[src/hw/rtl/lzd_pkg.sv]
// lzd_pkg: shared types and constants of the lz77 token decompressor
// no dependencies

package lzd_pkg;

  localparam int OUT_LANES = 4;

  localparam logic [1:0]  REG_EXPECTED_ADDR = 2'd0;
  localparam logic [31:0] EXPECTED_RESET    = 32'hFFFF_FFFF;

  typedef logic [7:0] byte_t;

  typedef struct packed {
    logic        new_stream;
    logic [15:0] back_dist;
    logic [7:0]  copy_len;
    byte_t       literal;
    logic        lit_en;
    logic        skipped;
  } cmd_t;

endpackage

[src/hw/rtl/lzd_cmd_fifo.sv]
// lzd_cmd_fifo: two-entry command queue between front and back
// depends on lzd_pkg

module lzd_cmd_fifo (
  input  logic          clk,
  input  logic          rst_n,
  input  logic          push_valid,
  input  lzd_pkg::cmd_t push_data,
  output logic          push_ready,
  output logic          pop_valid,
  output lzd_pkg::cmd_t pop_data,
  input  logic          pop_ready
);
  import lzd_pkg::*;

  localparam int DEPTH = 2;
  localparam int PTR_W = $clog2(DEPTH);
  localparam int CNT_W = $clog2(DEPTH + 1);

  cmd_t             entry_r [DEPTH];
  logic [PTR_W-1:0] wr_r, rd_r;
  logic [CNT_W-1:0] cnt_r;
  logic             do_push, do_pop;

  assign push_ready = (cnt_r != CNT_W'(DEPTH));
  assign pop_valid  = (cnt_r != '0);
  assign pop_data   = entry_r[rd_r];
  assign do_push    = push_valid && push_ready;
  assign do_pop     = pop_valid && pop_ready;

  always_ff @(posedge clk) begin
    if (!rst_n) begin
      wr_r  <= '0;
      rd_r  <= '0;
      cnt_r <= '0;
    end else begin
      if (do_push) begin
        wr_r <= (wr_r == PTR_W'(DEPTH - 1)) ? '0 : wr_r + 1'b1;
      end
      if (do_pop) begin
        rd_r <= (rd_r == PTR_W'(DEPTH - 1)) ? '0 : rd_r + 1'b1;
      end
      cnt_r <= cnt_r + CNT_W'(do_push) - CNT_W'(do_pop);
    end
    if (do_push) begin
      entry_r[wr_r] <= push_data;
    end
  end

endmodule

[config.mk]
export PLATFORM = sky130hd
export DESIGN_NAME = lzd_cmd_fifo
export DESIGN_NICKNAME = d
export VERILOG_FILES = /design/src/hw/rtl/lzd_pkg.sv /design/src/hw/rtl/lzd_cmd_fifo.sv
export SDC_FILE = /design/constraint.sdc
export NUM_CORES = 1
export LEC_CHECK = 0
export BUFFER_PORTS_ARGS = -buffer_cell sky130_fd_sc_hd__buf_2
export CELL_PAD_IN_SITES_DETAIL_PLACEMENT = 0
export CELL_PAD_IN_SITES_GLOBAL_PLACEMENT = 1
export CORE_UTILIZATION = 37
export DETAILED_ROUTE_END_ITERATION = 10
export PLACE_DENSITY = 0.79
export SYNTH_ARGS = -nofsm -noshare
export SYNTH_HDL_FRONTEND = slang
export SYNTH_SLANG_ARGS = --single-unit
[constraint.sdc]
create_clock -name clk -period 3.98 [get_ports clk]
set_input_delay 0.597 -clock clk [delete_from_list [all_inputs] [get_ports clk]]
set_output_delay 0.597 -clock clk [all_outputs]
set_load 0.01 [all_outputs]
==> summary.md, run 1 <==
| Metric | Value |
|---|---|
| Post-route setup TNS | `0 ns` |
| I/O pins | `76` |
| Core box area | `0.00729 mm²` |
| Critical path arrival | `1.79 ns` |
| Yosys warning total | `0` |
| Peak Freq | `419 MHz` |
| Worst-skew pair later-pin latency | `0.34 ns` |
| Worst Hold Depth | `1` |
| Syn nets | `178` |
| Final ANT Viol Nets | `0` |
| Top_reg_cell synth | `edfxtp_1` |
| CTS tree | `done` |
| First-pass GRT wire length | `6.52 mm` |
| CTS Sinks | `75` |
| Required time worst endpoint | `3.38 ns` |
| TritonCTS Buffers | `9` |
| Avg WL per Cell | `13.8 µm` |
| # DRC | `0` |
| Die X | `89.0 µm` |
| Final nets | `261` |
| DPL Wire Length | `2.78 mm` |
| 1st-iter DRT viols | `39` |
| Period minus WS final | `2.39 ns` |
| Sequential area share after synthesis | `78.7%` |
| Fin. Hold Viols | `0` |
| Synthesized area per cell | `20.3 µm²` |
| Synth area leaders | `edfxtp_1 75%, mux2_2 10%, mux2_1 4.0%` |
| Root Driver | `clkbuf_8` |
| Worst hold path type | `in -> reg` |
| Cts repair resizes | `0` |
| Pins Over Slew Limit | `0` |
| Routed vias | `1,444` |
| Leading cell types in the layout, fill and taps excluded | `75 x buf_2, 70 x edfxtp_1, 25 x mux2_2` |
| Post-synthesis cell type count | `25` |
| Layout area overhead | `24.6%` |
| Share of layout cells above drive strength 1 | `52.7%` |
| Seq cells post-synth | `75` |
| CP max stage delay | `0.88 ns` |
| H-tree depth reported by CTS | `3` |
| Setup violators final | `0` |
| Initial Util | `38.4%` |
| Gr usage total | `11.8%` |
| RSZ-0062 raised after global routing | `no` |
| Detailed Route WL | `4.48 mm` |
| Number of flops mapped to enable cells by yosys | `70` |
| DP Area | `0.00327 mm²` |
| Cell area after synthesis | `0.00280 mm²` |
| CTS Hold Bufs | `0` |
| Synth async-reset ratio | `0%` |
| Nature of the critical path endpoint | `output port` |
| Final GP Congestion | `0.647` |
| # fillers | `684` |
| Critical-path top delay cell | `dfxtp_2` |
| Initial antenna violation count | `0` |
| Worst reg-to-reg path cell count | `2` |
| Status | `complete, no violations` |
| Worst slew pin tran | `0.855 ns` |
| Largest net degree at the start of global routing | `36` |
| Max cap viols | `0` |
| Die extent in y | `89.0 µm` |
| FP Rows | `31` |
| Number of iterations in the first detailed-routing pass | `4` |
| Final instance area | `0.00348 mm²` |
| Critical Path Start Type | `register` |
| Synth top area share | `75.1%` |
| Worst VDD drop | `0.000262 V` |
| Leak | `0.00131 µW` |
| Vias in the first global route | `1,350` |
| CP Max Fanout | `35` |
| Post-CTS setup buffer count | `0` |
| Final worst-path cycle share | `60.0%` |
| Dominant cell type by area after synthesis | `edfxtp_1` |
| Slew HR | `43.0%` |
| IO buf count | `75` |
| Antenna Cells | `0` |
| Final Skew | `0.00749 ns` |
| Clk slew on worst S/H paths | `0.08 ns` |
| Crit Path Category | `reg -> out` |
| CP cell instances | `mux2_2, buf_2` |
| Clock Tree Buf Depth | `2` |
| Power per cell area | `575 mW/mm²` |
| Commonest non-fill, non-tap cell in the layout | `buf_2` |
| Overflow after GRT | `0` |
| Die footprint | `0.00791 mm²` |
| Synth Instances | `138` |
| Vias per Instance | `4.44` |
-- state kept, by name, summed over array words and instances (netlist names), named ones only --
register	cells
entry_r	70
cnt_r	2
rd_r	1
wr_r	1
-- critical path, delay by kind of cell (launching register included) --
kind                   cells  cell delay [ns]
DFF                        1             0.88
buffers and inverters      1             0.14
muxes                      1             0.43
-- logic make-up after synthesis --
logic type	count (synthesis)	share of synthesized area, %
flip-flops	75	78.7
multiplexers	36	14.4
AND/OR/NAND/NOR	13	2.64
AO/OA/AOI/OAI	7	1.92
buffers and inverters	5	1.52
XOR/XNOR	1	0.313
adder cells (fa/ha/maj)	1	0.447
-- routing by layer --
metal	part of all wire (%)	GRT usage [%]	up-vias
met2	51	19.2	47
met1	41	13.3	689
met5	0	0	-
li1	-	-	701
met4	1.7	6.93	0
met3	6.0	4.62	7
-- path summary, 6_finish.rpt --
| kind | start | endpoint | slack (ns) |
|---|---|---|---|
| worst max-delay path | register | pop_data[3] | 1.59 |
| worst min-delay path | push_data[7] | entry_r[1][7]$_DFFE_PP_ | 0.44 |
| worst max register to register | cnt_r[0]$_SDFF_PN0_ | entry_r[1][21]$_DFFE_PP_ | 2.16 |
| worst min register to register | wr_r$_SDFFE_PN0P_ | wr_r$_SDFFE_PN0P_ | 0.58 |
-- stage by stage --
step	setup slack, ns	cells	util [%]	hold WS (ns)	power [µW]
6_report	1.59	325	47.8	0.440	2010
5_1_grt	1.44	325	47.8	0.413	2110
4_1_cts	1.52	325	47.8	0.424	2040
3_5_place_dp	1.90	309	44.8	0.561	1420
3_3_place_gp	1.88	309	44.8	0.544	1420
2_1_floorplan	2.02	138	-	0.522	1280
-- area by class of cell --
type | count | area [µm²] | area share [%]
clock inverters | 7 | 92.6 | 2.66
inverters | 1 | 3.75 | 0.108
clock buffers | 9 | 124 | 3.55
flip-flops and latches | 75 | 2200 | 63.2
well taps | 99 | 124 | 3.55
multi-input cells | 58 | 554 | 15.9
repair buffers | 76 | 383 | 11.0
-- report_power, final --
part	leakage (µW)	switching (µW)	internal, µW	total, µW
clock	0.000103	265	350	615
combinational	0.000509	173	193	365
sequential	0.000697	64.8	960	1020
-- cell usage after synthesis (2+ instances only) --
cell	instances
buf_6	3
mux2_2	25
dfxtp_1	5
nor2_1	2
edfxtp_1	70
mux2_1	10
a21bo_1	2
nand2b_1	2
and2_1	3
Note: power is estimated with default switching activity, not from simulation.
==> run 2: changes to the inputs <==
Clock period 3.98 ns to 2.37 ns, I/O delays scaled along.
==> summary.md, run 2 (synthesized netlist as in run 1, its figures left out) <==
| Metric | Value |
|---|---|
| Status | `complete, no violations (unchanged)` |
| Die X | `89.0 µm (unchanged)` |
| Peak Freq | `528 MHz` |
| Share of layout cells above drive strength 1 | `53.3% (was 52.7%)` |
| Antenna Cells | `0 (unchanged)` |
| Die footprint | `0.00791 mm² (unchanged)` |
| Comb power frac | `20.7% (was 18.2%)` |
| Worst reg2reg setup slack | `0.76 ns (was 2.16 ns)` |
| Clock Tree Buf Depth | `2 (unchanged)` |
| RSZ-0062 raised after global routing | `no (unchanged)` |
| Worst VDD drop | `0.000401 V (was 0.000262 V)` |
| Top flop regs | `entry_r x70, cnt_r x2 (unchanged)` |
| IO buf count | `75 (unchanged)` |
| Initial antenna violation count | `0 (unchanged)` |
| Leading cell types in the layout, fill and taps excluded | `75 x buf_2, 70 x edfxtp_1, 25 x mux2_2 (unchanged)` |
| DPL Wire Length | `3.16 mm (was 2.78 mm)` |
| Initial Util | `38.4% (unchanged)` |
| CTS Sinks | `75 (unchanged)` |
| I/O pins | `76 (unchanged)` |
| Setup violators final | `0 (unchanged)` |
| P_int | `2550 µW (was 1500 µW)` |
| Worst slew pin tran | `0.366 ns (was 0.855 ns)` |
| Avg WL per Cell | `14.0 µm (was 13.8 µm)` |
| Final ANT Viol Nets | `0 (unchanged)` |
| H-tree depth reported by CTS | `3 (unchanged)` |
| Worst-skew pair later-pin latency | `0.34 ns (about the same)` |
| Cts repair resizes | `0 (unchanged)` |
| Root Driver | `clkbuf_8 (unchanged)` |
| Number of iterations in the first detailed-routing pass | `4 (unchanged)` |
| FP Rows | `31 (unchanged)` |
| Final worst-path cycle share | `79.9%` |
| Seq pwr share | `49.0% (was 51.1%)` |
| Gr usage total | `12.3% (was 11.8%)` |
| Critical-path top delay cell | `dfxtp_2 (unchanged)` |
| # DRC | `0 (unchanged)` |
| # fillers | `667 (was 684)` |
| First-pass GRT wire length | `6.85 mm (was 6.52 mm)` |
| Max reg flops | `70 (unchanged)` |
| Worst hold path type | `in -> reg (unchanged)` |
| Critical Path Start Type | `register (unchanged)` |
| CP Max Fanout | `28 (was 35)` |
| Period minus WS final | `1.89 ns` |
| Detailed Route WL | `4.60 mm (was 4.48 mm)` |
| Crit Path Category | `reg -> out (unchanged)` |
| Layout area overhead | `26.2% (was 24.6%)` |
| Sum of buffers and inverters on the critical path | `2 (was 1)` |
| Overflow after GRT | `0 (unchanged)` |
| CTS Hold Bufs | `0 (unchanged)` |
| CP cell instances | `buf_12, mux2_2, buf_2 (was mux2_2, buf_2)` |
| Clock power frac | `30.4% (was 30.7%)` |
| Sw power | `860 µW (was 502 µW)` |
| Final GP Congestion | `0.648 (was 0.647)` |
| Slew HR | `75.6% (was 43.0%)` |
| TritonCTS Buffers | `9 (unchanged)` |
| CP max stage delay | `0.46 ns (was 0.88 ns)` |
| Largest net degree at the start of global routing | `29 (was 36)` |
| Post-route setup TNS | `0 ns (unchanged)` |
| Hold WS | `0.201 ns (was 0.440 ns)` |
| Max cap viols | `0 (unchanged)` |
| Nature of the critical path endpoint | `output port (unchanged)` |
| 1st-iter DRT viols | `81 (was 39)` |
| Reg with most FFs | `entry_r (unchanged)` |
| Required time worst endpoint | `2.01 ns (was 3.38 ns)` |
| Vias in the first global route | `1,483 (was 1,350)` |
| Commonest non-fill, non-tap cell in the layout | `buf_2 (unchanged)` |
| Post-CTS setup buffer count | `0 (unchanged)` |
| Power per cell area | `967 mW/mm² (was 575 mW/mm²)` |
| Final nets | `264 (was 261)` |
| Leak | `0.00134 µW (was 0.00131 µW)` |
| Die extent in y | `89.0 µm (unchanged)` |
| Clk slew on worst S/H paths | `0.08 ns (about the same)` |
| Core box area | `0.00729 mm² (unchanged)` |
| Pins Over Slew Limit | `0 (unchanged)` |
| Vias per Instance | `4.53 (was 4.44)` |
| Fin. Hold Viols | `0 (unchanged)` |
| Final Skew | `0.00961 ns (was 0.00749 ns)` |
| Net Sw Frac | `25.2% (was 25.0%)` |
| Routed vias | `1,487 (was 1,444)` |
| Worst path top cell family by delay | `flip-flops (unchanged)` |
| CTS tree | `done (unchanged)` |
| Critical path arrival | `1.54 ns (was 1.79 ns)` |
| Final instance area | `0.00353 mm² (was 0.00348 mm²)` |
| DP Area | `0.00332 mm² (was 0.00327 mm²)` |
-- run 2: cell types whose count changed in the layout (fill, tap and decap cells not counted), sizes merged --
cell      delta
clkinvlp     -2
buf          +3
inv          +1
clkinv       +1
-- run 2: metrics by stage --
stage	worst slack, ns	util, %	std cells	total power (µW)
2_1_floorplan	0.410	-	138	2150
3_3_place_gp	0.806	45.5	312	2410
3_5_place_dp	0.747	45.5	312	2420
4_1_cts	0.429	48.4	328	3470
5_1_grt	0.391	48.4	328	3580
6_report	0.477	48.4	328	3410
-- run 2: path summary, 6_finish.rpt --
check | from | depth (start not counted) | end
worst max-delay path | register | 3 | pop_data[24]
worst min-delay path | push_data[28] | 1 | entry_r[1][28]$_DFFE_PP_
worst max register to register | cnt_r[0]$_SDFF_PN0_ | 3 | entry_r[1][31]$_DFFE_PP_
worst min register to register | wr_r$_SDFFE_PN0P_ | 2 | wr_r$_SDFFE_PN0P_
-- run 2: cell type report --
class | instances | area (µm²) | area share [%]
Sequential cell | 75 | 2200 | 62.4
Multi-Input combinational cell | 58 | 554 | 15.7
Timing Repair Buffer | 79 | 430 | 12.2
Clock buffer | 9 | 124 | 3.51
Tap cell | 99 | 124 | 3.51
Clock inverter | 7 | 91.3 | 2.59
Inverter | 1 | 3.75 | 0.106
-- run 2: power groups by stage --
stage | registers (µW) | clock network (µW) | logic [µW]
finish | 1670 | 1040 | 706
global route | 1690 | 1110 | 781
CTS | 1670 | 1070 | 723
detailed placement | 1700 | 0 | 719
global placement | 1700 | 0 | 715
floorplan | 1670 | 0 | 471
-- run 2: routing by layer --
layer  vias up  global-route usage, %  part of all wire [%]
met5         -                      0                     0
met4         0                   7.36                   2.4
met3        11                   3.69                   5.3
met2        49                   20.8                    51
met1       715                   13.8                    41
li1        712                      -                     -
==> run 3: changes to the inputs <==
Settings changed: ABC_AREA set to 1, PLACE_DENSITY 0.79 to 0.78.
Clock period 2.37 ns to 1.8 ns, I/O delays scaled along.
==> summary.md, run 3 <==
| Metric | Value |
|---|---|
| Status | `complete, no violations (unchanged)` |
| Critical path arrival | `1.42 ns (was 1.54 ns)` |
| Crit Path Category | `reg -> out (unchanged)` |
| Number of flops mapped to enable cells by yosys | `70 (unchanged)` |
| Max reg flops | `70 (unchanged)` |
| RSZ-0062 raised after global routing | `no (unchanged)` |
| Yosys warning total | `0 (unchanged)` |
| # fillers | `716 (was 667)` |
| Top flop regs | `entry_r x70, cnt_r x2 (unchanged)` |
| Final GP Congestion | `0.683 (was 0.648)` |
| Synthesized area per cell | `20.1 µm² (was 20.3 µm²)` |
| Critical Path Start Type | `register (unchanged)` |
| Leak | `0.00142 µW (was 0.00134 µW)` |
| Final ANT Viol Nets | `0 (unchanged)` |
| Worst reg2reg setup slack | `0.27 ns (was 0.76 ns)` |
| Sequential area share after synthesis | `75.5% (was 78.7%)` |
| Pins Over Slew Limit | `0 (unchanged)` |
| Slew HR | `78.3% (was 75.6%)` |
| Worst-skew pair later-pin latency | `0.33 ns (was 0.34 ns)` |
| Seq cells post-synth | `75 (unchanged)` |
| DPL Wire Length | `3.06 mm (was 3.16 mm)` |
| Worst slew pin tran | `0.325 ns (was 0.366 ns)` |
| Seq pwr share | `48.7% (was 49.0%)` |
| Synth area leaders | `edfxtp_1 72%, mux2_4 15%, dfxtp_1 3.4% (was edfxtp_1 75%, mux2_2 10%, mux2_1 4.0%)` |
| H-tree depth reported by CTS | `3 (unchanged)` |
| Nature of the critical path endpoint | `output port (unchanged)` |
| Cell area after synthesis | `0.00292 mm² (was 0.00280 mm²)` |
| Number of iterations in the first detailed-routing pass | `4 (unchanged)` |
| Root Driver | `clkbuf_8 (unchanged)` |
| Power per cell area | `1320 mW/mm² (was 967 mW/mm²)` |
| CP Max Fanout | `17 (was 28)` |
| Die footprint | `0.00824 mm² (was 0.00791 mm²)` |
| CTS Sinks | `75 (unchanged)` |
| Antenna Cells | `0 (unchanged)` |
| Comb power frac | `29.0% (was 20.7%)` |
| Synth top cells by count | `70 x edfxtp_1, 30 x mux2_4, 11 x nand2_1, 8 x nor2_1, 7 x inv_1 (was 70 x edfxtp_1, 25 x mux2_2, 10 x mux2_1, 5 x dfxtp_1)` |
| TritonCTS Buffers | `9 (unchanged)` |
| Post-synthesis cell type count | `14 (was 25)` |
| Max cap viols | `0 (unchanged)` |
| Post-CTS setup buffer count | `0 (unchanged)` |
| Initial antenna violation count | `0 (unchanged)` |
| Synth Instances | `145 (was 138)` |
| Clock power frac | `22.3% (was 30.4%)` |
| Avg WL per Cell | `13.1 µm (was 14.0 µm)` |
| Worst hold path type | `in -> reg (unchanged)` |
| Die extent in y | `90.8 µm (was 89.0 µm)` |
| Reg with most FFs | `entry_r (unchanged)` |
| Clock Tree Buf Depth | `2 (unchanged)` |
| Synth top area share | `72.1% (was 75.1%)` |
| Overflow after GRT | `0 (unchanged)` |
| FP Rows | `32 (was 31)` |
| Sw power | `1320 µW (was 860 µW)` |
| 1st-iter DRT viols | `28 (was 81)` |
| Synth async-reset ratio | `0% (unchanged)` |
| Vias in the first global route | `1,569 (was 1,483)` |
| Required time worst endpoint | `1.53 ns (was 2.01 ns)` |
| Routed vias | `1,482 (was 1,487)` |
| IO buf count | `75 (unchanged)` |
| Top_reg_cell synth | `edfxtp_1 (unchanged)` |
| Cts repair resizes | `1 (was 0)` |
| Hold WS | `0.126 ns (was 0.201 ns)` |
| Worst VDD drop | `0.000579 V (was 0.000401 V)` |
| Count leader, synth | `edfxtp_1 (unchanged)` |
| P_int | `3400 µW (was 2550 µW)` |
| Dominant cell type by area after synthesis | `edfxtp_1 (unchanged)` |
| Die X | `90.8 µm (was 89.0 µm)` |
| Final nets | `273 (was 264)` |
| Commonest non-fill, non-tap cell in the layout | `buf_2 (unchanged)` |
| First-pass GRT wire length | `7.19 mm (was 6.85 mm)` |
| Post-route setup TNS | `0 ns (unchanged)` |
| CTS tree | `done (unchanged)` |
| Net Sw Frac | `28.0% (was 25.2%)` |
| Core box area | `0.00769 mm² (was 0.00729 mm²)` |
| Detailed Route WL | `4.46 mm (was 4.60 mm)` |
| Setup violators final | `0 (unchanged)` |
| Gr usage total | `11.9% (was 12.3%)` |
| Final Skew | `0.00387 ns (was 0.00961 ns)` |
| # DRC | `0 (unchanged)` |
| Fin. Hold Viols | `0 (unchanged)` |
| Vias per Instance | `4.36 (was 4.53)` |
| I/O pins | `76 (unchanged)` |
| Peak Freq | `590 MHz` |
| Syn nets | `185 (was 178)` |
| Layout area overhead | `23.0% (was 26.2%)` |
| Clk slew on worst S/H paths | `0.07 ns (was 0.08 ns)` |
| Leading cell types in the layout, fill and taps excluded | `75 x buf_2, 70 x edfxtp_1, 30 x mux2_4 (was 75 x buf_2, 70 x edfxtp_1, 25 x mux2_2)` |
| Final worst-path cycle share | `94.1%` |
| Share of layout cells above drive strength 1 | `55.9% (was 53.3%)` |
| Largest net degree at the start of global routing | `19 (was 29)` |
| CTS Hold Bufs | `0 (unchanged)` |
| Period minus WS final | `1.69 ns` |
| Initial Util | `37.9% (was 38.4%)` |
[run 3: routing by layer]
metal  vias up  GRT usage (%)  wire [µm]
li1        714              -          -
met1       720           12.1       1740
met2        43           21.5       2500
met3         5           3.87        182
met4         0           6.05         38
met5         -              0          0
[run 3: logic make-up after synthesis]
group,count (synthesis),synth area share (%)
AO/OA/AOI/OAI,1,0.172
XOR/XNOR,1,0.300
adder cells (fa/ha/maj),1,0.429
buffers and inverters,11,3.35
flip-flops,75,75.5
multiplexers,35,17.4
AND/OR/NAND/NOR,21,2.83
[run 3: worst paths after layout]
kind                            start                 endpoint  cells after the start
setup / recovery             register             pop_data[26]                      3
hold / removal           push_data[7]  entry_r[0][7]$_DFFE_PP_                      1
setup reg to reg  cnt_r[0]$_SDFF_PN0_      cnt_r[1]$_SDFF_PN0_                     11
hold reg to reg     rd_r$_SDFFE_PN0P_        rd_r$_SDFFE_PN0P_                      2
[run 3: final cells by class]
class | instances | area [µm²] | share of cell area [%]
Timing Repair Buffer | 81 | 437 | 12.2
Sequential cell | 75 | 2200 | 61.5
Clock inverter | 6 | 32.5 | 0.908
Clock buffer | 10 | 128 | 3.56
Tap cell | 102 | 128 | 3.56
Inverter | 7 | 26.3 | 0.733
Multi-Input combinational cell | 59 | 631 | 17.6
[run 3: worst max-delay path, stage by stage, from the launching register on]
cell and delay [ns]:
dfxtp_2 0.36, buf_6 0.23, mux2_2 0.36, buf_2 0.14
[run 3: stage by stage]
step	setup slack, ns	cells	instance area (µm²)	power (µW)	util [%]
after floorplan	-0.213	145	2920	3320	-
after global placement	0.349	324	3420	3690	44.5
after detailed placement	0.259	324	3420	3730	44.5
after CTS	0.0681	340	3580	4800	46.6
after global routing	0.0190	340	3580	4990	46.6
final	0.106	340	3580	4720	46.6
[run 3: power groups by stage]
stage	Combinational, µW	Sequential, µW	Clock, µW
finish	1370	2300	1050
detailed placement	1390	2340	0
global route	1500	2330	1160
floorplan	1010	2310	0
global placement	1370	2320	0
CTS	1400	2300	1100
