--- src/hw/rtl/lzd_pkg.sv ---
// lzd_pkg: shared types and constants of the lz77 token decompressor
// no dependencies

package lzd_pkg;

  localparam int OUT_LANES = 4;

  localparam logic [1:0]  REG_EXPECTED_ADDR = 2'd0;
  localparam logic [31:0] EXPECTED_RESET    = 32'hFFFF_FFFF;

  typedef logic [7:0] byte_t;

  typedef struct packed {
    logic        new_stream;
    logic [15:0] back_dist;
    logic [7:0]  copy_len;
    byte_t       literal;
    logic        lit_en;
    logic        skipped;
  } cmd_t;

endpackage

--- src/hw/rtl/lzd_tok_if.sv ---
// lzd_tok_if: token channel of the lz77 token decompressor
// no dependencies

interface lzd_tok_if;
  logic        valid;
  logic        ready;
  logic        new_stream;
  logic [15:0] back_distance;
  logic [7:0]  match_length;
  logic [7:0]  literal_byte;

  modport source (output valid, new_stream, back_distance, match_length, literal_byte,
                  input ready);
  modport sink (input valid, new_stream, back_distance, match_length, literal_byte,
                output ready);
endinterface

--- src/hw/rtl/lzd_front.sv ---
// lzd_front: accepts tokens, tracks the produced byte count and classifies each token
// depends on lzd_pkg and lzd_tok_if

module lzd_front #(
  parameter int unsigned WINDOW_BYTES = 4096
) (
  input  logic          clk,
  input  logic          rst_n,
  lzd_tok_if.sink       in_tok,
  input  logic [31:0]   lit_limit,
  output lzd_pkg::cmd_t cmd,
  output logic          cmd_valid,
  input  logic          cmd_ready
);
  import lzd_pkg::*;

  localparam logic [16:0] WIN_LIMIT = 17'(WINDOW_BYTES);

  typedef enum logic [2:0] {
    F_IDLE = 3'b001,
    F_EVAL = 3'b010,
    F_PUSH = 3'b100
  } fstate_t;

  fstate_t     state_r, state_nxt;
  logic [31:0] count_r, count_nxt;
  logic        new_r, new_nxt;
  logic [15:0] dist_r, dist_nxt;
  logic [7:0]  len_r, len_nxt;
  byte_t       lit_r, lit_nxt;
  logic [7:0]  copy_len_r, copy_len_nxt;
  logic        skip_r, skip_nxt;

  logic        match_req;
  logic        in_win;
  logic        do_copy;
  logic [32:0] sum;
  logic        lit_en;

  assign match_req = (len_r != 8'd0) && (dist_r != 16'd0);
  assign in_win    = ({1'b0, dist_r} <= WIN_LIMIT) && (32'(dist_r) <= count_r);
  assign do_copy   = match_req && in_win;
  assign sum       = {1'b0, count_r} + 33'(len_r);
  assign lit_en    = count_r < lit_limit;

  assign in_tok.ready = (state_r == F_IDLE);

  assign cmd_valid = (state_r == F_PUSH);
  assign cmd = '{new_stream: new_r, back_dist: dist_r, copy_len: copy_len_r, literal: lit_r,
                 lit_en: lit_en, skipped: skip_r};

  always_comb begin
    state_nxt    = state_r;
    count_nxt    = count_r;
    new_nxt      = new_r;
    dist_nxt     = dist_r;
    len_nxt      = len_r;
    lit_nxt      = lit_r;
    copy_len_nxt = copy_len_r;
    skip_nxt     = skip_r;
    unique case (state_r)
      F_IDLE: begin
        if (in_tok.valid) begin
          new_nxt   = in_tok.new_stream;
          dist_nxt  = in_tok.back_distance;
          len_nxt   = in_tok.match_length;
          lit_nxt   = in_tok.literal_byte;
          if (in_tok.new_stream) begin
            count_nxt = 32'd0;
          end
          state_nxt = F_EVAL;
        end
      end
      F_EVAL: begin
        skip_nxt     = match_req && !in_win;
        copy_len_nxt = do_copy ? len_r : 8'd0;
        if (do_copy) begin
          count_nxt = sum[32] ? 32'hFFFF_FFFF : sum[31:0];
        end
        state_nxt = F_PUSH;
      end
      F_PUSH: begin
        if (cmd_ready) begin
          count_nxt = count_r + 32'(lit_en);
          state_nxt = F_IDLE;
        end
      end
      default: state_nxt = F_IDLE;
    endcase
  end

  always_ff @(posedge clk) begin
    if (!rst_n) begin
      state_r <= F_IDLE;
      count_r <= 32'd0;
    end else begin
      state_r <= state_nxt;
      count_r <= count_nxt;
    end
    new_r      <= new_nxt;
    dist_r     <= dist_nxt;
    len_r      <= len_nxt;
    lit_r      <= lit_nxt;
    copy_len_r <= copy_len_nxt;
    skip_r     <= skip_nxt;
  end

endmodule

--- src/flat_wrapper.sv ---
// flat-port wrapper written by rule: the top's interface ports become plain ports
module lzd_front_flat import lzd_pkg::*;
#(
  parameter int unsigned WINDOW_BYTES = 4096
)
  (clk, rst_n, lit_limit, cmd, cmd_valid, cmd_ready, in_tok_valid, in_tok_new_stream, in_tok_back_distance, in_tok_match_length, in_tok_literal_byte, in_tok_ready);
  lzd_tok_if in_tok_i ();
  input  logic clk;
  input  logic rst_n;
  input  logic [31:0] lit_limit;
  output lzd_pkg::cmd_t cmd;
  output logic cmd_valid;
  input  logic cmd_ready;
  input wire logic [$bits(in_tok_i.valid)-1:0] in_tok_valid;
  input wire logic [$bits(in_tok_i.new_stream)-1:0] in_tok_new_stream;
  input wire logic [$bits(in_tok_i.back_distance)-1:0] in_tok_back_distance;
  input wire logic [$bits(in_tok_i.match_length)-1:0] in_tok_match_length;
  input wire logic [$bits(in_tok_i.literal_byte)-1:0] in_tok_literal_byte;
  output wire logic [$bits(in_tok_i.ready)-1:0] in_tok_ready;
  assign in_tok_i.valid = in_tok_valid;
  assign in_tok_i.new_stream = in_tok_new_stream;
  assign in_tok_i.back_distance = in_tok_back_distance;
  assign in_tok_i.match_length = in_tok_match_length;
  assign in_tok_i.literal_byte = in_tok_literal_byte;
  assign in_tok_ready = in_tok_i.ready;
  lzd_front #(.WINDOW_BYTES(WINDOW_BYTES)) u_core (.clk(clk), .rst_n(rst_n), .in_tok(in_tok_i), .lit_limit(lit_limit), .cmd(cmd), .cmd_valid(cmd_valid), .cmd_ready(cmd_ready));
endmodule
--- config.mk ---
export PLATFORM = sky130hd
export DESIGN_NAME = lzd_front_flat
export DESIGN_NICKNAME = d
export VERILOG_FILES = /design/src/hw/rtl/lzd_pkg.sv /design/src/hw/rtl/lzd_tok_if.sv /design/src/hw/rtl/lzd_front.sv /design/src/flat_wrapper.sv
export SDC_FILE = /design/constraint.sdc
export NUM_CORES = 1
export LEC_CHECK = 0
export BUFFER_PORTS_ARGS = -buffer_cell sky130_fd_sc_hd__buf_4
export CAP_MARGIN = 5
export CORE_ASPECT_RATIO = 0.7
export CORE_MARGIN = 2
export CORE_UTILIZATION = 50
export CTS_CLUSTER_SIZE = 12
export DETAILED_ROUTE_END_ITERATION = 8
export PLACE_DENSITY = 0.72
export SETUP_SLACK_MARGIN = 0.5
export SKIP_CTS_REPAIR_TIMING = 1
export SLEW_MARGIN = 20
export SYNTH_ARGS = -nofsm -noshare
export SYNTH_HDL_FRONTEND = slang
export SYNTH_SLANG_ARGS = --single-unit
--- constraint.sdc ---
create_clock -name clk -period 8 [get_ports clk]
set_input_delay 1.2 -clock clk [delete_from_list [all_inputs] [get_ports clk]]
set_output_delay 1.2 -clock clk [all_outputs]
set_load 0.05 [all_outputs]
==> results of run 1 <==
[stage by stage]
stage / std cells / hold slack (ns) / total power [mW] / setup slack [ns]
after floorplan: 700 / 0.4648 / 0.5513 / 3.270
after global placement: 923 / 0.4900 / 0.6050 / 2.822
after detailed placement: 923 / 0.5050 / 0.6103 / 2.644
after CTS: 939 / 0.5119 / 1.045 / 2.987
after global routing: 940 / 0.5661 / 1.079 / 2.509
final: 940 / 0.5206 / 1.045 / 2.914
[power by group through the flow]
stage / combinational [mW] / clock [mW] / sequential (mW)
floorplan: 0.0713 / 0 / 0.480
global placement: 0.151 / 0 / 0.454
detailed placement: 0.156 / 0 / 0.454
CTS: 0.156 / 0.443 / 0.446
global route: 0.173 / 0.459 / 0.448
finish: 0.159 / 0.440 / 0.446
[final timing paths]
kind / from / end / depth (start not counted)
worst min register to register: u_core.state_r[0] / u_core.state_r[2] / 1
worst max register to register: u_core.count_r[9] / u_core.count_r[25] / 14
worst max-delay path: lit_limit[9] / u_core.count_r[25] / 16
worst min-delay path: u_core.state_r[0] / u_core.state_r[2] / 1
[cells in the final DEF (no fill, tap or decap), types with 10 or more instances in the layout]
| master | instances |
|---|---|
| nor3_1 | 23 |
| nand4_1 | 26 |
| a31oi_1 | 12 |
| o211ai_1 | 13 |
| o22ai_1 | 10 |
| dfxtp_1 | 35 |
| a21oi_1 | 62 |
| inv_1 | 54 |
| and2_1 | 14 |
| o21ai_0 | 26 |
| nor4_1 | 19 |
| ha_1 | 58 |
| o21ai_1 | 14 |
| nor2_1 | 45 |
| nand3_1 | 24 |
| buf_4 | 108 |
| nand2_1 | 48 |
| a21o_1 | 14 |
| edfxtp_1 | 42 |
[sequential cells by signal (all words and copies together), names as in the netlist]
register / flops
u_core.dist_r: 16
u_core.new_r: 1
u_core.lit_r: 8
u_core.skip_r: 1
u_core.copy_len_r: 8
u_core.len_r: 8
u_core.count_r: 32
u_core.state_r: 3
[worst reg2reg max path: stages, from the launching register on]
cell and delay [ns]:
dfxtp_1 0.56, ha_1 0.32, a21o_1 0.19, a21o_1 0.17, a221o_1 0.33, a31o_2 0.21, a2111o_1 0.42, a211oi_1 0.35
ha_1 0.28, nand3_1 0.25, nor3_4 0.45, nand4_1 0.37, nor4_1 0.43, nor4_1 0.08, o31ai_1 0.21
[cells in the mapped netlist, types with 8 or more instances]
cell,count
nand3_1,24
a31oi_1,12
a21oi_1,62
a21oi_2,8
nor4_1,19
nand2_1,48
o21ai_0,26
nor2_1,45
o211ai_1,13
inv_1,54
dfxtp_1,35
clkbuf_1,20
a21o_1,14
buf_2,9
ha_1,58
edfxtp_1,42
o22ai_1,10
o21ai_2,8
o21ai_1,14
nor3_1,23
nand4_1,26
and2_1,14
[kinds of logic (layout without fill, tap and decap cells)]
| family | count (synthesis) | after routing | synth area share [%] |
|---|---|---|---|
| and+or+nand+nor | 232 | 232 | 20.00 |
| AOI/OAI and AO/OA | 227 | 227 | 26.14 |
| buffers and inverters | 96 | 179 | 7.240 |
| DFF | 77 | 77 | 32.81 |
| adders and majority gates | 60 | 60 | 12.64 |
| xor gates and xnor gates | 8 | 8 | 1.172 |
[routing by layer]
metal	vias to the layer above	global-route usage [%]
li1	2805	-
met2	353	40.65
met1	2804	42.40
met3	29	7.177
met5	-	0
met4	0	8.596
[cell type report]
type	count	area share [%]
clock buffer	9	3.173
clock inverter	7	1.252
inverter	54	2.856
multi-input combinational	527	50.50
sequential	77	27.64
tap	157	2.767
timing repair buffer	109	11.81
==> summary.txt, run 1 <==
Run status
  • Status: complete, no violations

Critical path
  • CP Launch Type: input pin
  • Crit-path cells: buf_4 -> inv_1 -> ha_1 -> a21o_1 -> a21o_1 -> a221o_1 -> a31o_2 -> a2111o_1 -> a211oi_1 -> ha_1 -> nand3_1 -> nor3_4 -> nand4_1 -> nor4_1 -> nor4_1 -> o31ai_1
  • CP endpoint kind: register
  • Worst path bufs/invs: 2
  • Crit Path Class: in -> reg
  • R2r setup slk: 3.29 ns
  • Max stage delay on crit path: 0.45 ns
  • Top Family by Delay on Critical Path: compound AO/OA/AOI/OAI gates
  • Critical Path RT: 8.26 ns
  • Crit path DAT: 5.35 ns
  • CP Max Fanout: 9
  • Critical-path top delay cell: nor3_4

Global route
  • Vias in the first global route: 5623
  • First-pass GRT wire length: 28880 µm
  • Gr ovfl total: 0
  • Initial antenna violation count: 0
  • Largest net degree at the start of global routing: 35
  • Total global-route track usage: 28.61%

Synthesis
  • Sequential area share after synthesis: 32.81%
  • Synth top area cells: edfxtp_1 (21%), ha_1 (12%), dfxtp_1 (12%)
  • Netlist cell types: 75
  • #FFs+latches synth: 77
  • Synth top area share: 21.09%
  • Synth Flop Type: edfxtp_1
  • Yosys top cell by area: edfxtp_1
  • Cells after Synth: 700
  • Syn Nets: 828
  • FFs w/ async S/R, synth: 0%
  • Yosys Warn Count: 0
  • Number of synthesized flops with an enable pin: 42
  • Post-synthesis cell area: 5979 µm²
  • Syn avg cell area: 8.542 µm²

Die
  • Initial Utilization: 51.17%
  • Die ar.: 12860 µm²
  • Boundary Pins: 106
  • Row Count: 33
  • Die Y: 95.50 µm
  • Chip Width: 134.7 µm
  • Core ar.: 11690 µm²

Place
  • Placer Congestion: 0.9476
  • Count of input and output buffers: 105
  • Area post-placement: 6756 µm²
  • HPWL Detailed: 13370 µm

Power and ir drop
  • PwrDens: 147.3 nW/µm²
  • Int Pwr: 745.4 µW
  • Net Switching: 299.9 µW
  • Sw Share: 28.69%
  • Worst vdd ir: 0.1373 mV
  • Clock power share: 42.1%
  • Leakage power: 2.821 nW
  • Power share of the combinational group: 15.2%
  • Sequential Power Share: 42.7%

Timing
  • Worst-Margin Slew: 1.125 ns
  • Setup_tns: 0 ns
  • Final hold vios: 0
  • Endpoints failing setup: 0
  • Fmax: 196.6 MHz
  • RSZ-0062 raised after global routing: false
  • Minimum clock period: 5.086 ns
  • Worst slew margin: 24.89%
  • Final Max Slew Viols: 0
  • Fin crit share: 63.58%
  • Layout Skew: 0.005577 ns

CTS
  • Worst skew pair latency: 0.34 ns
  • Clk buf depth: 2
  • Total clock sinks: 77
  • Clock Pin Slew Worst Setup and Hold Paths: 0.07 ns
  • TritonCTS clock tree: done
  • CTS H-tree depth: 3
  • CTS Root Cell: clkbuf_16
  • Clock buffer count from CTS: 9

Final layout
  • Inserted Diodes: 0
  • Register cell area after layout: 1962 µm²
  • Final Util: 60.75%
  • Multi-input logic area: 3585 µm²
  • Area Overhead vs Synth: 18.71%
  • Fraction of layout cells with a size suffix above 1: 20.05%
  • Post-route cell area: 7098 µm²
  • Nets@finish: 906
  • Fill cell count: 1035

Route
  • DR top layer: met4
  • Final WL: 18140 µm
  • DRC: 0
  • WL met2: 7449 µm
  • WL per Instance: 19.30 µm
  • Wl on met1: 8437 µm
  • Via count: 5991
  • Drt pass-1 iters: 6
  • Initial DRC count: 784
  • Vias/cell: 6.373
  • Met3 WL: 2013 µm
  • Antenna viol nets, final: 0

Worst hold path
  • HP Class: reg -> reg

Flow run
  • Max_cap viols: 0
Power figures use the tool's default switching activity.
==> run 2, diff against run 1 <==
Clock period 8 ns to 5.06 ns, I/O delays scaled along.
==> summary.txt, run 2 (synthesis results as in run 1) <==
Global route
  • Largest net degree at the start of global routing: 35
  • GRT busiest layer: met1
  • Met2 Usage GRT: 40.36%
  • Vias in the first global route: 5413
  • Gr ovfl total: 0
  • Total global-route track usage: 28.14%
  • First-pass GRT wire length: 28110 µm
  • Initial antenna violation count: 0
  • GR Layer Usage met3: 8.506%
  • Met1 usage: 41.27%

CTS
  • TritonCTS clock tree: done
  • CTS Root Cell: clkbuf_16
  • Clock Pin Slew Worst Setup and Hold Paths: 0.06 ns
  • Clk buf depth: 2
  • Clock buffer count from CTS: 9
  • CTS H-tree depth: 3
  • Worst skew pair latency: 0.34 ns
  • Total clock sinks: 77

Power and ir drop
  • PwrDens: 217.8 nW/µm²
  • Worst vdd ir: 0.1728 mV
  • Clock power share: 38.7%
  • Power share of the combinational group: 16.2%
  • Net Switching: 446.1 µW
  • Sw Share: 28.56%
  • Sequential Power Share: 45.1%
  • Int Pwr: 1.116 mW
  • Leakage power: 2.868 nW

Route
  • WL per Instance: 19.05 µm
  • Antenna viol nets, final: 0
  • Initial DRC count: 595
  • Via count: 5851
  • Vias/cell: 6.140
  • DRC: 0
  • Final WL: 18160 µm
  • Drt pass-1 iters: 5

Place
  • Count of input and output buffers: 105
  • Placer Congestion: 0.9172
  • HPWL Detailed: 13460 µm

Timing
  • Fin crit share: 84.43%
  • Worst-Margin Slew: 1.141 ns
  • Final hold vios: 0
  • Final Max Slew Viols: 0
  • Minimum clock period: 4.272 ns
  • Endpoints failing setup: 0
  • Layout Skew: 0.007965 ns
  • Setup_tns: 0 ns
  • RSZ-0062 raised after global routing: false
  • Fmax: 234.1 MHz
  • Worst slew margin: 23.84%

Final layout
  • Fraction of layout cells with a size suffix above 1: 21.73%
  • Area Overhead vs Synth: 19.94%
  • Commonest non-fill, non-tap cell in the layout: buf_4
  • Final Util: 61.38%
  • Max FFs per register: 32
  • Largest regs: u_core.count_r x32, u_core.dist_r x16
  • Nets@finish: 919
  • Biggest register: u_core.count_r
  • Most frequent cells in the layout: buf_4 (121), a21oi_1 (62), ha_1 (58)
  • Inserted Diodes: 0

Die
  • Die ar.: 12860 µm²
  • Boundary Pins: 106
  • Die Y: 95.50 µm
  • Row Count: 33
  • Initial Utilization: 51.17%
  • Chip Width: 134.7 µm
  • Core ar.: 11690 µm²

Worst hold path
  • HP Class: reg -> reg

Run status
  • Status: complete, no violations

Critical path
  • CP endpoint kind: register
  • Crit Path Class: in -> reg
  • Crit path DAT: 4.51 ns
  • Critical Path RT: 5.30 ns
  • CP Launch Type: input pin
  • CP Max Fanout: 7

Flow run
  • Max_cap viols: 0
-- run 2: area by class of cell --
type / instances / area [µm²]
tap: 157 / 196.4
multi-input combinational: 527 / 3598
timing repair buffer: 122 / 935.9
inverter: 54 / 202.7
fill: 1016 / 4513
sequential: 77 / 1963
clock buffer: 9 / 225.2
clock inverter: 7 / 50.05
-- run 2: final timing paths --
path	from	endpoint	slack, ns	depth (start not counted)
worst max register to register	u_core.count_r[1]	u_core.count_r[17]	0.82	15
worst min-delay path	u_core.state_r[0]	u_core.state_r[2]	0.51	1
worst min register to register	u_core.state_r[0]	u_core.state_r[2]	0.51	1
worst max-delay path	lit_limit[9]	u_core.count_r[17]	0.79	17
-- run 2: layer usage --
layer / vias up / share of wire (%)
met5: - / 0
met4: 0 / 1.2
met3: 19 / 10
met2: 284 / 41
met1: 2726 / 47
li1: 2822 / -
-- run 2: stage by stage --
step	power (mW)	setup slack, ns	instances	hold WS (ns)	cell area [µm²]
global route	1.620	0.5531	953	0.5442	7172
detailed placement	0.9651	0.2862	935	0.5031	6847
global placement	0.9573	0.4574	935	0.4885	6847
floorplan	0.8716	0.7708	700	0.4648	5979
CTS	1.569	0.6086	951	0.5112	7122
finish	1.562	0.7881	953	0.5101	7172
-- run 2: critical path, cell delays in order --
cell and delay [ns]:
buf_4 0.08, inv_1 0.04, ha_1 0.30, a21o_1 0.18, a21o_1 0.17, a221o_1 0.34
a31o_2 0.21, a2111o_1 0.43, a211oi_2 0.28, ha_1 0.24, nand3_1 0.24, nor3_4 0.32
nand4_1 0.12, buf_4 0.20, o22a_1 0.20, o22a_1 0.18, o32ai_1 0.22
-- run 2: power groups by stage --
stage          registers, mW  logic, mW  clock network (mW)
6_report               0.705      0.253               0.604
3_5_place_dp           0.718      0.247                   0
4_1_cts                0.705      0.248               0.615
5_1_grt                0.707      0.273               0.640
2_1_floorplan          0.759      0.113                   0
3_3_place_gp           0.718      0.240                   0
==> run 3, diff against run 2 <==
Settings changed: PLACE_DENSITY 0.72 to 0.74.
Clock period 5.06 ns to 3.7 ns, I/O delays scaled along.
==> summary.txt, run 3 (synthesis results as in run 1) <==
Run status
  • Status: complete, but fails checks
  • Violated checks: negative setup slack

Route
  • Vias/cell: 6.274
  • DRC: 0
  • Initial DRC count: 829
  • WL per Instance: 20.32 µm
  • Via count: 6199
  • Drt pass-1 iters: 5
  • Antenna viol nets, final: 0
  • Final WL: 20080 µm

Critical path
  • WP depth: 14
  • CP endpoint kind: register
  • Critical-path top delay cell: a2111o_1
  • CP Max Fanout: 5
  • Worst path bufs/invs: 0
  • Crit-path cells: ha_4 -> a21o_1 -> a21o_1 -> a221o_1 -> a31o_2 -> a2111o_1 -> a211oi_4 -> ha_4 -> nand3_4 -> nor3_4 -> nand3_1 -> o22a_1 -> o32a_1 -> o22ai_1
  • Worst reg2reg path endpoint: u_core.count_r[27]
  • CP Launch Type: register
  • R2r setup slk: -0.07 ns
  • Max stage delay on crit path: 0.46 ns
  • Critical Path RT: 3.96 ns
  • Crit Path Class: reg -> reg
  • CP endpoint: u_core.count_r[27]
  • Top Family by Delay on Critical Path: compound AO/OA/AOI/OAI gates
  • CP Launch Point: u_core.count_r[9]
  • Worst Reg-to-Reg Cells: 14
  • R2R Path Start: u_core.count_r[9]
  • Crit path DAT: 4.04 ns

Final layout
  • Multi-input logic area: 3819 µm²
  • Fraction of layout cells with a size suffix above 1: 28.64%
  • Inserted Diodes: 0
  • Biggest register: u_core.count_r
  • Commonest non-fill, non-tap cell in the layout: buf_4
  • Most frequent cells in the layout: buf_4 (151), a21oi_1 (59), inv_1 (53), ha_1 (53), nand2_1 (47)
  • Post-route cell area: 7727 µm²
  • Fill cell count: 982
  • Max FFs per register: 32
  • Largest regs: u_core.count_r x32, u_core.dist_r x16
  • Register cell area after layout: 1966 µm²
  • Area Overhead vs Synth: 29.23%
  • Nets@finish: 954

Power and ir drop
  • PwrDens: 297.9 nW/µm²
  • Worst vdd ir: 0.3468 mV
  • Leakage power: 3.121 nW

Global route
  • Vias in the first global route: 5692
  • Total global-route track usage: 30.82%
  • Initial antenna violation count: 0
  • First-pass GRT wire length: 30480 µm
  • Largest net degree at the start of global routing: 35
  • Gr ovfl total: 0

Timing
  • Worst slew margin: 34.07%
  • Endpoints failing setup: 6
  • Fin crit share: 102.0%
  • Worst-Margin Slew: 0.9878 ns
  • Setup_tns: -0.2658 ns
  • Final Max Slew Viols: 0
  • Fmax: 264.9 MHz
  • Final hold slack: 0.3862 ns
  • Minimum clock period: 3.775 ns
  • Setup WS post-layout: -0.07490 ns
  • RSZ-0062 raised after global routing: true
  • Final hold vios: 0
  • Layout Skew: 0.008811 ns

Die
  • Boundary Pins: 106
  • Die ar.: 12860 µm²
  • Die Y: 95.50 µm
  • Core ar.: 11690 µm²
  • Initial Utilization: 51.17%
  • Chip Width: 134.7 µm
  • Row Count: 33

Worst hold path
  • WHS Path Cells: 1
  • HP Class: in -> reg

Place
  • Count of input and output buffers: 105
  • Placer Congestion: 0.9569
  • Area post-placement: 7193 µm²
  • HPWL Detailed: 14970 µm

CTS
  • Clock Pin Slew Worst Setup and Hold Paths: 0.07 ns
  • CTS H-tree depth: 3
  • Worst skew pair latency: 0.34 ns
  • Clk buf depth: 2
  • Total clock sinks: 77
  • TritonCTS clock tree: done
  • Clock buffer count from CTS: 9
  • CTS Root Cell: clkbuf_16

Flow run
  • Max_cap viols: 0
## run 3: cell count changes in the layout (fill, tap and decap cells not counted), sizes merged
cell | before | now
buf | 122 | 157
bufinv | 0 | 2
clkinv | 4 | 3
clkinvlp | 2 | 1
## run 3: cell type report
type	instances	share of cell area [%]
inverters	54	2.720
repair buffers	157	15.71
flip-flops and latches	77	25.44
clock inverters	7	1.263
multi-input cells	527	49.42
well taps	157	2.542
clock buffers	9	2.915
## run 3: worst min path at each step
stage,from,end
after detailed placement,u_core.state_r[0],u_core.state_r[2]
final,in_tok_back_distance[13],u_core.dist_r[13]
after global routing,in_tok_back_distance[6],u_core.dist_r[6]
after global placement,u_core.state_r[0],u_core.state_r[2]
after floorplan,u_core.state_r[0],u_core.state_r[2]
after CTS,in_tok_back_distance[13],u_core.dist_r[13]
## run 3: where the power goes
| part | switching (mW) | internal (mW) |
|---|---|---|
| sequential | 0.0239 | 0.937 |
| clock | 0.378 | 0.594 |
| combinational | 0.227 | 0.144 |
| total | 0.628 | 1.67 |
## run 3: metrics by stage
step / setup slack (ns) / std cells / power, mW / utilization [%]
6_report: -0.07490 / 988 / 2.302 / 66.13
5_1_grt: -0.1610 / 988 / 2.377 / 66.13
4_1_cts: -0.1290 / 983 / 2.305 / 64.32
3_5_place_dp: -0.4584 / 967 / 1.339 / 61.56
3_3_place_gp: -0.2520 / 967 / 1.326 / 61.56
2_1_floorplan: -0.06212 / 700 / 1.195 / -
## run 3: metal layers
metal  part of all wire (%)  GRT usage, %  wire [µm]
met5                      0             0          0
met4                    1.5         8.333        303
met3                     11         6.167       2132
met2                     42         45.30       8432
met1                     46         45.82       9207
